File: config.mk
export PLATFORM = sky130hd
export DESIGN_NAME = min_hash_segmenter_top
export DESIGN_NICKNAME = d
export VERILOG_FILES = /design/src/sv/mhs_pkg.sv /design/src/sv/mhs_cmp.sv /design/src/sv/mhs_mod.sv /design/src/sv/min_hash_segmenter_top.sv
export SDC_FILE = /design/constraint.sdc
export NUM_CORES = 2
export LEC_CHECK = 0
export BUFFER_PORTS_ARGS = -buffer_cell sky130_fd_sc_hd__buf_2
export CORE_MARGIN = 10
export CORE_UTILIZATION = 55
export DETAILED_ROUTE_END_ITERATION = 12
export GPL_TIMING_DRIVEN = 1
export PLACE_DENSITY_LB_ADDON = 0.3
export SLEW_MARGIN = 20
export SYNTH_ARGS = -nofsm -noshare
export SYNTH_HDL_FRONTEND = slang
export SYNTH_HIERARCHICAL = 1
export SYNTH_SLANG_ARGS = --single-unit
File: constraint.sdc
create_clock -name clk_i -period 22 [get_ports clk_i]
set_clock_uncertainty 0.1 [all_clocks]
set_input_delay 4.4 -clock clk_i [delete_from_list [all_inputs] [get_ports clk_i]]
set_output_delay 4.4 -clock clk_i [all_outputs]
set_load 0.01 [all_outputs]
File: src/sv/mhs_pkg.sv
// Shared constants, types and helpers of the min-hash segmenter.
// No dependencies; used by every module of the block by scoped name.
package mhs_pkg;

  localparam int HashBytes  = 32;
  localparam int FpBits     = HashBytes * 8;
  localparam int FpWordW    = 64;
  localparam int NibW       = 4;
  localparam int CmpSteps   = FpBits / NibW;
  localparam int CmpCntW    = $clog2(CmpSteps);
  localparam int ModSteps   = FpWordW;
  localparam int ModCntW    = $clog2(ModSteps);

  localparam int SizeW      = 25;
  localparam int CountW     = 24;
  localparam int SegIdW     = 32;
  localparam int SrvW       = 4;
  localparam int ModW       = 5;
  localparam int ItemW      = 12;
  localparam int LimitW     = 24;
  localparam int PatW       = 31;
  localparam int CfgIdxW    = 3;
  localparam int CfgDataW   = 31;
  localparam int InDataW    = FpBits;
  localparam int OutDataW   = 320;

  localparam logic [CountW-1:0] CountMax = '1;
  localparam logic [7:0]        ZeroChar = 8'h30;
  localparam logic [ModW-1:0]   ModMin   = 5'd1;
  localparam logic [ModW-1:0]   ModMax   = 5'd16;

  typedef enum logic [CfgIdxW-1:0] {
    CFG_SERVER_COUNT     = 3'd0,
    CFG_ITEM_BYTES       = 3'd1,
    CFG_MIN_SEGMENT      = 3'd2,
    CFG_MAX_SEGMENT      = 3'd3,
    CFG_BOUNDARY_MASK    = 3'd4,
    CFG_BOUNDARY_PATTERN = 3'd5
  } cfg_idx_e;

  // status of a serial unit: running, and one-cycle completion flag
  typedef struct packed {
    logic busy;
    logic done;
  } unit_stat_t;

  function automatic logic [FpWordW-1:0] swap64(input logic [FpWordW-1:0] v);
    logic [FpWordW-1:0] r;
    for (int i = 0; i < 8; i++) begin
      r[8*i +: 8] = v[FpWordW-8-8*i +: 8];
    end
    return r;
  endfunction

endpackage

File: src/sv/mhs_cmp.sv
// Nibble-serial lexicographic compare of a fingerprint against the stored minimum.
// Holds the segment minimum; depends on mhs_pkg.
module mhs_cmp (
  input  logic                      clk_i,
  input  logic                      rst_ni,
  input  logic                      start_i,
  input  logic                      clear_i,
  input  logic [mhs_pkg::FpBits-1:0] cand_i,
  output mhs_pkg::unit_stat_t       stat_o,
  output logic [mhs_pkg::FpBits-1:0] min_o
);

  logic [mhs_pkg::FpBits-1:0]  cand_q, min_q;
  logic [mhs_pkg::FpBits-1:0]  cand_rot, min_rot;
  logic [mhs_pkg::CmpCntW-1:0] cnt_q;
  logic                        busy_q, done_q, decided_q, lt_q;
  logic [mhs_pkg::NibW-1:0]    cand_nib, min_nib;
  logic                        diff, lt_now, lt_fin, last_step;

  assign cand_nib  = cand_q[mhs_pkg::FpBits-1 -: mhs_pkg::NibW];
  assign min_nib   = min_q[mhs_pkg::FpBits-1 -: mhs_pkg::NibW];
  assign cand_rot  = {cand_q[mhs_pkg::FpBits-mhs_pkg::NibW-1:0], cand_nib};
  assign min_rot   = {min_q[mhs_pkg::FpBits-mhs_pkg::NibW-1:0], min_nib};
  assign diff      = cand_nib != min_nib;
  assign lt_now    = cand_nib < min_nib;
  assign lt_fin    = decided_q ? lt_q : (diff & lt_now);
  assign last_step = cnt_q == mhs_pkg::CmpCntW'(mhs_pkg::CmpSteps - 1);

  // rotate the candidate; a full pass brings it back in place
  always_ff @(posedge clk_i) begin
    if (start_i) begin
      cand_q <= cand_i;
    end else if (busy_q) begin
      cand_q <= cand_rot;
    end
  end

  always_ff @(posedge clk_i or negedge rst_ni) begin
    if (!rst_ni) begin
      min_q     <= '1;
      cnt_q     <= '0;
      busy_q    <= 1'b0;
      done_q    <= 1'b0;
      decided_q <= 1'b0;
      lt_q      <= 1'b0;
    end else begin
      done_q <= 1'b0;
      if (start_i) begin
        cnt_q     <= '0;
        busy_q    <= 1'b1;
        decided_q <= 1'b0;
        lt_q      <= 1'b0;
      end else if (busy_q) begin
        cnt_q <= cnt_q + 1'b1;
        // first differing nibble from the top decides
        if (!decided_q && diff) begin
          decided_q <= 1'b1;
          lt_q      <= lt_now;
        end
        if (last_step) begin
          busy_q <= 1'b0;
          done_q <= 1'b1;
          min_q  <= lt_fin ? cand_rot : min_rot;
        end else begin
          min_q  <= min_rot;
        end
      end else if (clear_i) begin
        min_q <= '1;
      end
    end
  end

  assign stat_o.busy = busy_q;
  assign stat_o.done = done_q;
  assign min_o       = min_q;

endmodule

File: src/sv/mhs_mod.sv
// Bit-serial remainder of a 64-bit value by a modulus of 1..16.
// Restoring step per cycle, MSB first; depends on mhs_pkg.
module mhs_mod (
  input  logic                        clk_i,
  input  logic                        rst_ni,
  input  logic                        start_i,
  input  logic [mhs_pkg::FpWordW-1:0] value_i,
  input  logic [mhs_pkg::ModW-1:0]    modulus_i,
  output mhs_pkg::unit_stat_t         stat_o,
  output logic [mhs_pkg::SrvW-1:0]    rem_o
);

  logic [mhs_pkg::FpWordW-1:0] val_q;
  logic [mhs_pkg::ModW-1:0]    mod_q;
  logic [mhs_pkg::SrvW-1:0]    rem_q;
  logic [mhs_pkg::ModCntW-1:0] cnt_q;
  logic                        busy_q, done_q;
  logic [mhs_pkg::ModW-1:0]    trial, rem_next;

  // remainder stays below the modulus, so it fits four bits
  assign trial    = {rem_q, val_q[mhs_pkg::FpWordW-1]};
  assign rem_next = (trial >= mod_q) ? trial - mod_q : trial;

  always_ff @(posedge clk_i) begin
    if (start_i) begin
      val_q <= value_i;
      mod_q <= modulus_i;
    end else if (busy_q) begin
      val_q <= {val_q[mhs_pkg::FpWordW-2:0], 1'b0};
    end
  end

  always_ff @(posedge clk_i or negedge rst_ni) begin
    if (!rst_ni) begin
      rem_q  <= '0;
      cnt_q  <= '0;
      busy_q <= 1'b0;
      done_q <= 1'b0;
    end else begin
      done_q <= 1'b0;
      if (start_i) begin
        rem_q  <= '0;
        cnt_q  <= '0;
        busy_q <= 1'b1;
      end else if (busy_q) begin
        rem_q <= rem_next[mhs_pkg::SrvW-1:0];
        cnt_q <= cnt_q + 1'b1;
        if (cnt_q == mhs_pkg::ModCntW'(mhs_pkg::ModSteps - 1)) begin
          busy_q <= 1'b0;
          done_q <= 1'b1;
        end
      end
    end
  end

  assign stat_o.busy = busy_q;
  assign stat_o.done = done_q;
  assign rem_o       = rem_q;

endmodule

File: src/sv/min_hash_segmenter_top.sv
// Min-hash content-defined segmenter: sequencer, segment counters, config, output beat.
// Depends on mhs_pkg, mhs_cmp and mhs_mod.
//
//  channel   | dir | handshake                    | payload
//  ----------+-----+------------------------------+---------------------------------------
//  s_axis    | in  | s_axis_tvalid / s_axis_tready | tdata fp_word0..3, tlast last_chunk
//  m_axis    | out | m_axis_tvalid / m_axis_tready | tdata id, count, server, min words
//  cfg       | in  | cfg_we_i (no wait)            | cfg_idx_i, cfg_data_i
//
// An item whose segment stays open is accepted, runs the nibble-serial minimum compare,
// is handed over on the compare's done flag and then loads the output register. A
// closing item also runs the bit-serial server-index remainder and its done hand-over
// before the load.
// One item is in work at a time; the next one is taken while the result waits.
// A stalled output holds the finished item until the output register frees up.
// Reset restores the register defaults and an empty segment at once.
module min_hash_segmenter_top (
  input  logic                          clk_i,
  input  logic                          rst_ni,
  input  logic                          s_axis_tvalid,
  output logic                          s_axis_tready,
  // fp_word0 [63:0], fp_word1 [127:64], fp_word2 [191:128], fp_word3 [255:192]
  input  logic [mhs_pkg::InDataW-1:0]   s_axis_tdata,
  input  logic                          s_axis_tlast,
  output logic                          m_axis_tvalid,
  input  logic                          m_axis_tready,
  // segment_id [31:0], chunks_in_segment [55:32], server_index [59:56],
  // min_word0 [123:60], min_word1 [187:124], min_word2 [251:188],
  // min_word3 [315:252], zero [319:316]
  output logic [mhs_pkg::OutDataW-1:0]  m_axis_tdata,
  output logic                          m_axis_tlast,
  input  logic                          cfg_we_i,
  input  logic [mhs_pkg::CfgIdxW-1:0]   cfg_idx_i,
  input  logic [mhs_pkg::CfgDataW-1:0]  cfg_data_i
);

  typedef enum logic [3:0] {
    S_IDLE = 4'b0001,
    S_CMP  = 4'b0010,
    S_MOD  = 4'b0100,
    S_LOAD = 4'b1000
  } state_e;

  state_e state_q, state_d;

  logic [mhs_pkg::ModW-1:0]   server_count_q;
  logic [mhs_pkg::ItemW-1:0]  item_bytes_q;
  logic [mhs_pkg::LimitW-1:0] min_seg_q, max_seg_q;
  logic [mhs_pkg::PatW-1:0]   mask_q, pattern_q;

  logic [mhs_pkg::SizeW-1:0]  seg_bytes_q;
  logic [mhs_pkg::CountW-1:0] count_q;
  logic [mhs_pkg::SegIdW-1:0] seg_id_q;
  logic                       close_q;

  logic                       out_valid_q, out_last_q;
  logic [mhs_pkg::OutDataW-1:0] out_data_q;

  logic                       in_acc, load;
  logic [mhs_pkg::FpBits-1:0] cand;
  logic [mhs_pkg::FpWordW-1:0] w0, w1, w2, w3;
  logic [mhs_pkg::FpWordW-1:0] w0_le;
  logic [mhs_pkg::SizeW-1:0]  size_sum;
  logic [31:0]                head;
  logic                       pattern_hit, zeros_hit, close_now;
  logic [mhs_pkg::ModW-1:0]   modulus;

  mhs_pkg::unit_stat_t        cmp_stat, mod_stat;
  logic                       cmp_start, mod_start;
  logic [mhs_pkg::FpBits-1:0] min_fp;
  logic [mhs_pkg::SrvW-1:0]   rem;

  assign w0   = s_axis_tdata[0*mhs_pkg::FpWordW +: mhs_pkg::FpWordW];
  assign w1   = s_axis_tdata[1*mhs_pkg::FpWordW +: mhs_pkg::FpWordW];
  assign w2   = s_axis_tdata[2*mhs_pkg::FpWordW +: mhs_pkg::FpWordW];
  assign w3   = s_axis_tdata[3*mhs_pkg::FpWordW +: mhs_pkg::FpWordW];
  assign cand = {w0, w1, w2, w3};

  assign s_axis_tready = state_q == S_IDLE;
  assign in_acc        = s_axis_tvalid && s_axis_tready;
  assign load          = (state_q == S_LOAD) && (!out_valid_q || m_axis_tready);

  // boundary tests on the incoming beat
  assign size_sum    = seg_bytes_q + mhs_pkg::SizeW'(item_bytes_q);
  assign w0_le       = mhs_pkg::swap64(w0);
  assign head        = w0_le[31:0];
  assign pattern_hit = (head[mhs_pkg::PatW-1:0] & mask_q) == pattern_q;
  assign zeros_hit   = (w2[7:0] == mhs_pkg::ZeroChar) && (w3 == {8{mhs_pkg::ZeroChar}});
  assign close_now   = (pattern_hit && (size_sum >= mhs_pkg::SizeW'(min_seg_q)))
                    || (size_sum > mhs_pkg::SizeW'(max_seg_q))
                    || zeros_hit || s_axis_tlast;

  assign modulus = (server_count_q == '0)           ? mhs_pkg::ModMin :
                   (server_count_q > mhs_pkg::ModMax) ? mhs_pkg::ModMax : server_count_q;

  assign cmp_start = in_acc;
  assign mod_start = (state_q == S_CMP) && cmp_stat.done && close_q;

  mhs_cmp u_cmp (
    .clk_i   (clk_i),
    .rst_ni  (rst_ni),
    .start_i (cmp_start),
    .clear_i (load && close_q),
    .cand_i  (cand),
    .stat_o  (cmp_stat),
    .min_o   (min_fp)
  );

  mhs_mod u_mod (
    .clk_i     (clk_i),
    .rst_ni    (rst_ni),
    .start_i   (mod_start),
    .value_i   (mhs_pkg::swap64(min_fp[mhs_pkg::FpBits-1 -: mhs_pkg::FpWordW])),
    .modulus_i (modulus),
    .stat_o    (mod_stat),
    .rem_o     (rem)
  );

  always_comb begin
    state_d = state_q;
    case (state_q)
      S_IDLE: if (in_acc) state_d = S_CMP;
      S_CMP: begin
        if (cmp_stat.done) state_d = close_q ? S_MOD : S_LOAD;
      end
      S_MOD:  if (mod_stat.done) state_d = S_LOAD;
      S_LOAD: if (load) state_d = S_IDLE;
      default: state_d = S_IDLE;
    endcase
  end

  always_ff @(posedge clk_i or negedge rst_ni) begin
    if (!rst_ni) begin
      state_q        <= S_IDLE;
      server_count_q <= 5'd1;
      item_bytes_q   <= 12'd64;
      min_seg_q      <= 24'd1048576;
      max_seg_q      <= 24'd4194304;
      mask_q         <= 31'd255;
      pattern_q      <= '0;
      seg_bytes_q    <= '0;
      count_q        <= '0;
      seg_id_q       <= '0;
      close_q        <= 1'b0;
      out_valid_q    <= 1'b0;
    end else begin
      state_q <= state_d;
      if (cfg_we_i) begin
        case (cfg_idx_i)
          mhs_pkg::CFG_SERVER_COUNT:     server_count_q <= cfg_data_i[mhs_pkg::ModW-1:0];
          mhs_pkg::CFG_ITEM_BYTES:       item_bytes_q   <= cfg_data_i[mhs_pkg::ItemW-1:0];
          mhs_pkg::CFG_MIN_SEGMENT:      min_seg_q      <= cfg_data_i[mhs_pkg::LimitW-1:0];
          mhs_pkg::CFG_MAX_SEGMENT:      max_seg_q      <= cfg_data_i[mhs_pkg::LimitW-1:0];
          mhs_pkg::CFG_BOUNDARY_MASK:    mask_q         <= cfg_data_i;
          mhs_pkg::CFG_BOUNDARY_PATTERN: pattern_q      <= cfg_data_i;
          default: ;
        endcase
      end
      if (in_acc) begin
        seg_bytes_q <= size_sum;
        close_q     <= close_now;
        if (count_q != mhs_pkg::CountMax) count_q <= count_q + 1'b1;
      end
      if (load) begin
        out_valid_q <= 1'b1;
        // close: start a fresh segment
        if (close_q) begin
          seg_bytes_q <= '0;
          count_q     <= '0;
          seg_id_q    <= seg_id_q + 1'b1;
        end
      end else if (m_axis_tready) begin
        out_valid_q <= 1'b0;
      end
    end
  end

  always_ff @(posedge clk_i) begin
    if (load) begin
      out_last_q <= close_q;
      out_data_q <= {4'b0,
                     close_q ? min_fp[0*mhs_pkg::FpWordW +: mhs_pkg::FpWordW] : 64'b0,
                     close_q ? min_fp[1*mhs_pkg::FpWordW +: mhs_pkg::FpWordW] : 64'b0,
                     close_q ? min_fp[2*mhs_pkg::FpWordW +: mhs_pkg::FpWordW] : 64'b0,
                     close_q ? min_fp[3*mhs_pkg::FpWordW +: mhs_pkg::FpWordW] : 64'b0,
                     close_q ? rem : 4'b0,
                     count_q,
                     seg_id_q};
    end
  end

  assign m_axis_tvalid = out_valid_q;
  assign m_axis_tdata  = out_data_q;
  assign m_axis_tlast  = out_last_q;

endmodule

After elaboration in Yosys (flattened, before gate mapping)
Index checks and enable logic that the tools add are counted.

Add/sub/neg operators: 6. $lt $le $gt $ge: 5. Equal/unequal tests: 20. Multiplexer cells: 50. Bitwise logic cells: 3. Reduce and logical (&&, ||, !) cells: 32.

Operator list (number): $mux W256 (6); $mux W64 (2); $mux W24 (4); $mux W25 (3); $eq A64 B62 Y1 const B (1); $add A32 B1 Y32 const B (1); $mux W4 (8); $and A31 B31 Y31 (1); $eq A31 B31 Y1 (1); $add A25 B12 Y25 (1); $ge A25 B24 Y1 (1); $gt A25 B24 Y1 (1); $add A24 B1 Y24 const B (1); $mux W6 (4); $ne A24 B24 Y1 const B (1); $mux W1 (21); $reduce_and A2 Y1 (9); $pmux W4 S4 (1); $add A6 B1 Y6 const B (2); $eq A6 B6 Y1 const B (2); $reduce_bool A2 Y1 (5); $eq A8 B6 Y1 const B (1); $logic_and A1 B1 Y1 (8); $eq A3 B2 Y1 const B (2); 22 further kinds (29).

Flip-flop bits (word level): 1134. Bits of input ports: 296. Output and inout port bits: 323. Logic and storage cells: 145.

Longest topological paths before layout
Depth after elaboration: 6. Mapped depth: 19.

Hierarchy
Netlist, hierarchy kept.

By module, submodules not included: mhs_cmp (times used 1, cells each 2369, area each 28822.6 um^2, seq. area each 14664.1 um^2); min_hash_segmenter_top (times used 1, cells each 1715, area each 22876.9 um^2, seq. area each 14890.5 um^2); mhs_mod (times used 1, cells each 214, area each 3558.4 um^2, seq. area each 2372.3 um^2).

Worst setup path after synthesis
Ideal clock, no wire load.

Kind: input to register. Start point: input m_axis_tready. End point: register out_data_q (netlist bit m_axis_tdata[0]), enable pin. Library setup time: 1.003 ns. Arrival: 17.534 ns. Data required time: 20.897 ns. Slack: 3.363 ns. Stages on the path: 2. Path through: nor2b_1 > nor2_1.

Cells in the longest elaborated chain, start to end: 2.

RTL lines: start: declaration (RTL line min_hash_segmenter_top.sv:26) `input logic m_axis_tready,`; $logic_or A1 B1 Y1 (RTL line min_hash_segmenter_top.sv:81) `assign load = (state_q == S_LOAD) && (!out_valid_q || m_axis_tready);`; $logic_and A1 B1 Y1 (RTL line min_hash_segmenter_top.sv:81); net load (RTL line min_hash_segmenter_top.sv:59) `logic in_acc, load;`; end signal: assignment (RTL line min_hash_segmenter_top.sv:181) `out_data_q <= {4'b0,`; end: declaration (RTL line min_hash_segmenter_top.sv:57) `logic [mhs_pkg::OutDataW-1:0] out_data_q;`.

The timed path passes the listed nets, and every way through them passes these cells. A chain may end at the register's enable or synchronous reset.

Final worst setup path
Start point: input s_axis_tvalid. End point: register u_cmp.min_q (netlist bit u_cmp/min_o[90]).

Cells in the longest elaborated chain, start to end: 3.

RTL lines: start: declaration (RTL line min_hash_segmenter_top.sv:20) `input logic s_axis_tvalid,`; $logic_and A1 B1 Y1 (RTL line min_hash_segmenter_top.sv:80) `assign in_acc = s_axis_tvalid && s_axis_tready;`; $not A1 Y1 (no line); $reduce_and A2 Y1 (no line); end signal: assignment (RTL line mhs_cmp.sv:63) `min_q <= lt_fin ? cand_rot : min_rot;`; end signal: assignment (RTL line mhs_cmp.sv:65) `min_q <= min_rot;`; end: declaration (RTL line mhs_cmp.sv:13) `logic [mhs_pkg::FpBits-1:0] cand_q, min_q;`.

No other way between the ends.

==> impl_metrics.ini <==
[min_path]
holdPathStages = 1
hold_path_end = seg_id_q[31]
worst_hold_path_type = flip-flop to flip-flop
hp-start = seg_id_q[31]

[layout]
areaGrowthSynthToFinish_pct = 13.6
layout_common_cells = edfxtp_1, buf_2, nor2_1
seqCellArea_mm2 = 0.0319
drive_gt1_share_pct = 37.4
finalNetCount = 5117
fillers = 7607
multi_input_comb_area_mm2 = 0.0214
final_common_cell = edfxtp_1

[critical_path]
cp.arrival_ns = 9.16
critical_path.top_delay_family = buffers and inverters
rrSetupSlack_ns = 16.08
cp-end-kind = flip-flop
path_buf_inv = 4
rr_endpoint = u_cmp/min_o[90]
timing.rr.start = state_q[0]
reg2reg_depth = 9
start_kind = primary input
crit_path_max_incr_delay_ns = 0.98
crit_chain = buf_2 -> nand2_2 -> inv_8 -> nand2b_4 -> nor3_4 -> nand4bb_4 -> buf_4 -> buf_4 -> o221a_1
critical_path_class = primary input to flip-flop
crit_top_cell = buf_4
crit_slowest_cell = buf_4
critPathRequiredTime_ns = 22.55
cp_max_fo = 87

[timing]
rsz0062_at_grt = false
slew-limit-headroom_pct = 18.0
setup_slack_ns = 13.39
setup_violations = 0
fin_crit_sh_pct = 39.1
worstMarginPinSlew_ns = 1.23
fmax_mhz = 116
post-route-min-period_ns = 8.61
tns_ns = 0
final-max-slew-violation-count = 0
hold_viol_final = 0

[global_routing]
grt.total_usage_pct = 26.9
overflow = 0
grt_util_met2_pct = 41.9
top_usage_layer = met2
grt_use_met1_pct = 36.8
grt_max_degree = 171
antenna_found_initial = 23
grt_pass1_wl_mm = 239
met3_usage_pct = 5.30
grt_pass1_vias = 38585

[die]
num_io_pins = 619
start_util_pct = 55.3
row_count = 116
core-area_mm2 = 0.0999
chipWidth_um = 337
die_y_um = 337
die-area_mm2 = 0.114

[drt]
ant_nets = 0
vias = 38677
dr.pass1.iters = 6
via_per_inst = 6.27
drt_iter0_drc = 4234
wl_per_cell_um = 25.6
route.detailed.drc = 0
totalWireLength_mm = 158

[place]
gp_congestion = 0.918
port_buffers = 614
dp_hpwl_mm = 101
pre_cts_slack_ns = 12.47

[run_status]
status = complete, no violations

[cts]
post_cts.repair.setup_buffers = 0
ctsHoldBuffers = 0
cts_tree = built
clk_pin_slew_ns = 0.06
cts_max_level = 3
cts_max_path_buffers = 3
ctsResizeCount = 0
clk_latency_ns = 0.72
cts.sinks = 1134
cts_root_buf = clkbuf_16
numCtsBuffers = 118

[pwr]
total_power_mw = 4.58
vdd_drop_max_mv = 0.0735
p_leak_nw = 20.4
power_density_mw_per_mm2 = 72.9

[logic_synthesis]
ys.warnings.count = 6
synthCells = 4296
syn_area_per_cell_um2 = 12.9
syn_area_mm2 = 0.0552

[job]
drv_cap = 0
[sequential cells by signal (all words and copies together), names as in the netlist, 25 cells and up]
signal and count:
mask_q 31, seg_id_q 32, u_cmp/min_o 256, u_mod/val_q 64, seg_bytes_q 25, pattern_q 31, m_axis_tdata 316, u_cmp/cand_q 256
[how the worst max path moves through the flow]
| stage | start | to | slack, ns | cells after the start |
|---|---|---|---|---|
| after floorplan | m_axis_tready | m_axis_tdata[0] | 3.36 | 2 |
| after detailed placement | s_axis_tvalid | u_cmp/min_o[51] | 12.47 | 9 |
| final | s_axis_tvalid | u_cmp/min_o[90] | 13.39 | 9 |
| after global placement | s_axis_tvalid | u_cmp/min_o[56] | 12.52 | 9 |
| after global routing | s_axis_tvalid | u_cmp/min_o[90] | 13.18 | 9 |
| after CTS | s_axis_tvalid | u_cmp/min_o[51] | 13.23 | 9 |
[layer usage]
metal | share of wire [%] | routed length [um]
met1 | 41 | 64900
met2 | 47 | 74300
met3 | 8.2 | 12900
met4 | 3.8 | 5960
met5 | 0.030 | 47
[metrics by stage]
stage                     cells  hold slack [ns]  utilization (%)  instance area (um^2)
after floorplan            4299            0.325                -                 55300
after global placement     5922            0.343             58.8                 58700
after detailed placement   5922            0.357             58.8                 58700
after CTS                  6148            0.368             62.8                 62700
after global routing       6165            0.399             62.8                 62800
final                      6172            0.371             62.9                 62800
[power by group]
part	switching (mW)	total [mW]	internal (mW)
Sequential	0.0274	2.31	2.29
Clock	0.860	2.03	1.17
Combinational	0.125	0.228	0.103
[cell type report]
cell class | count | share of cell area [%]
inverters | 75 | 0.474
well taps | 1298 | 2.59
clock inverters | 63 | 1.01
clock buffers | 163 | 5.29
multi-input cells | 2756 | 34.1
diodes | 22 | 0.0877
repair buffers | 661 | 5.60
flip-flops and latches | 1134 | 50.9
Power figures use the tool's default switching activity.
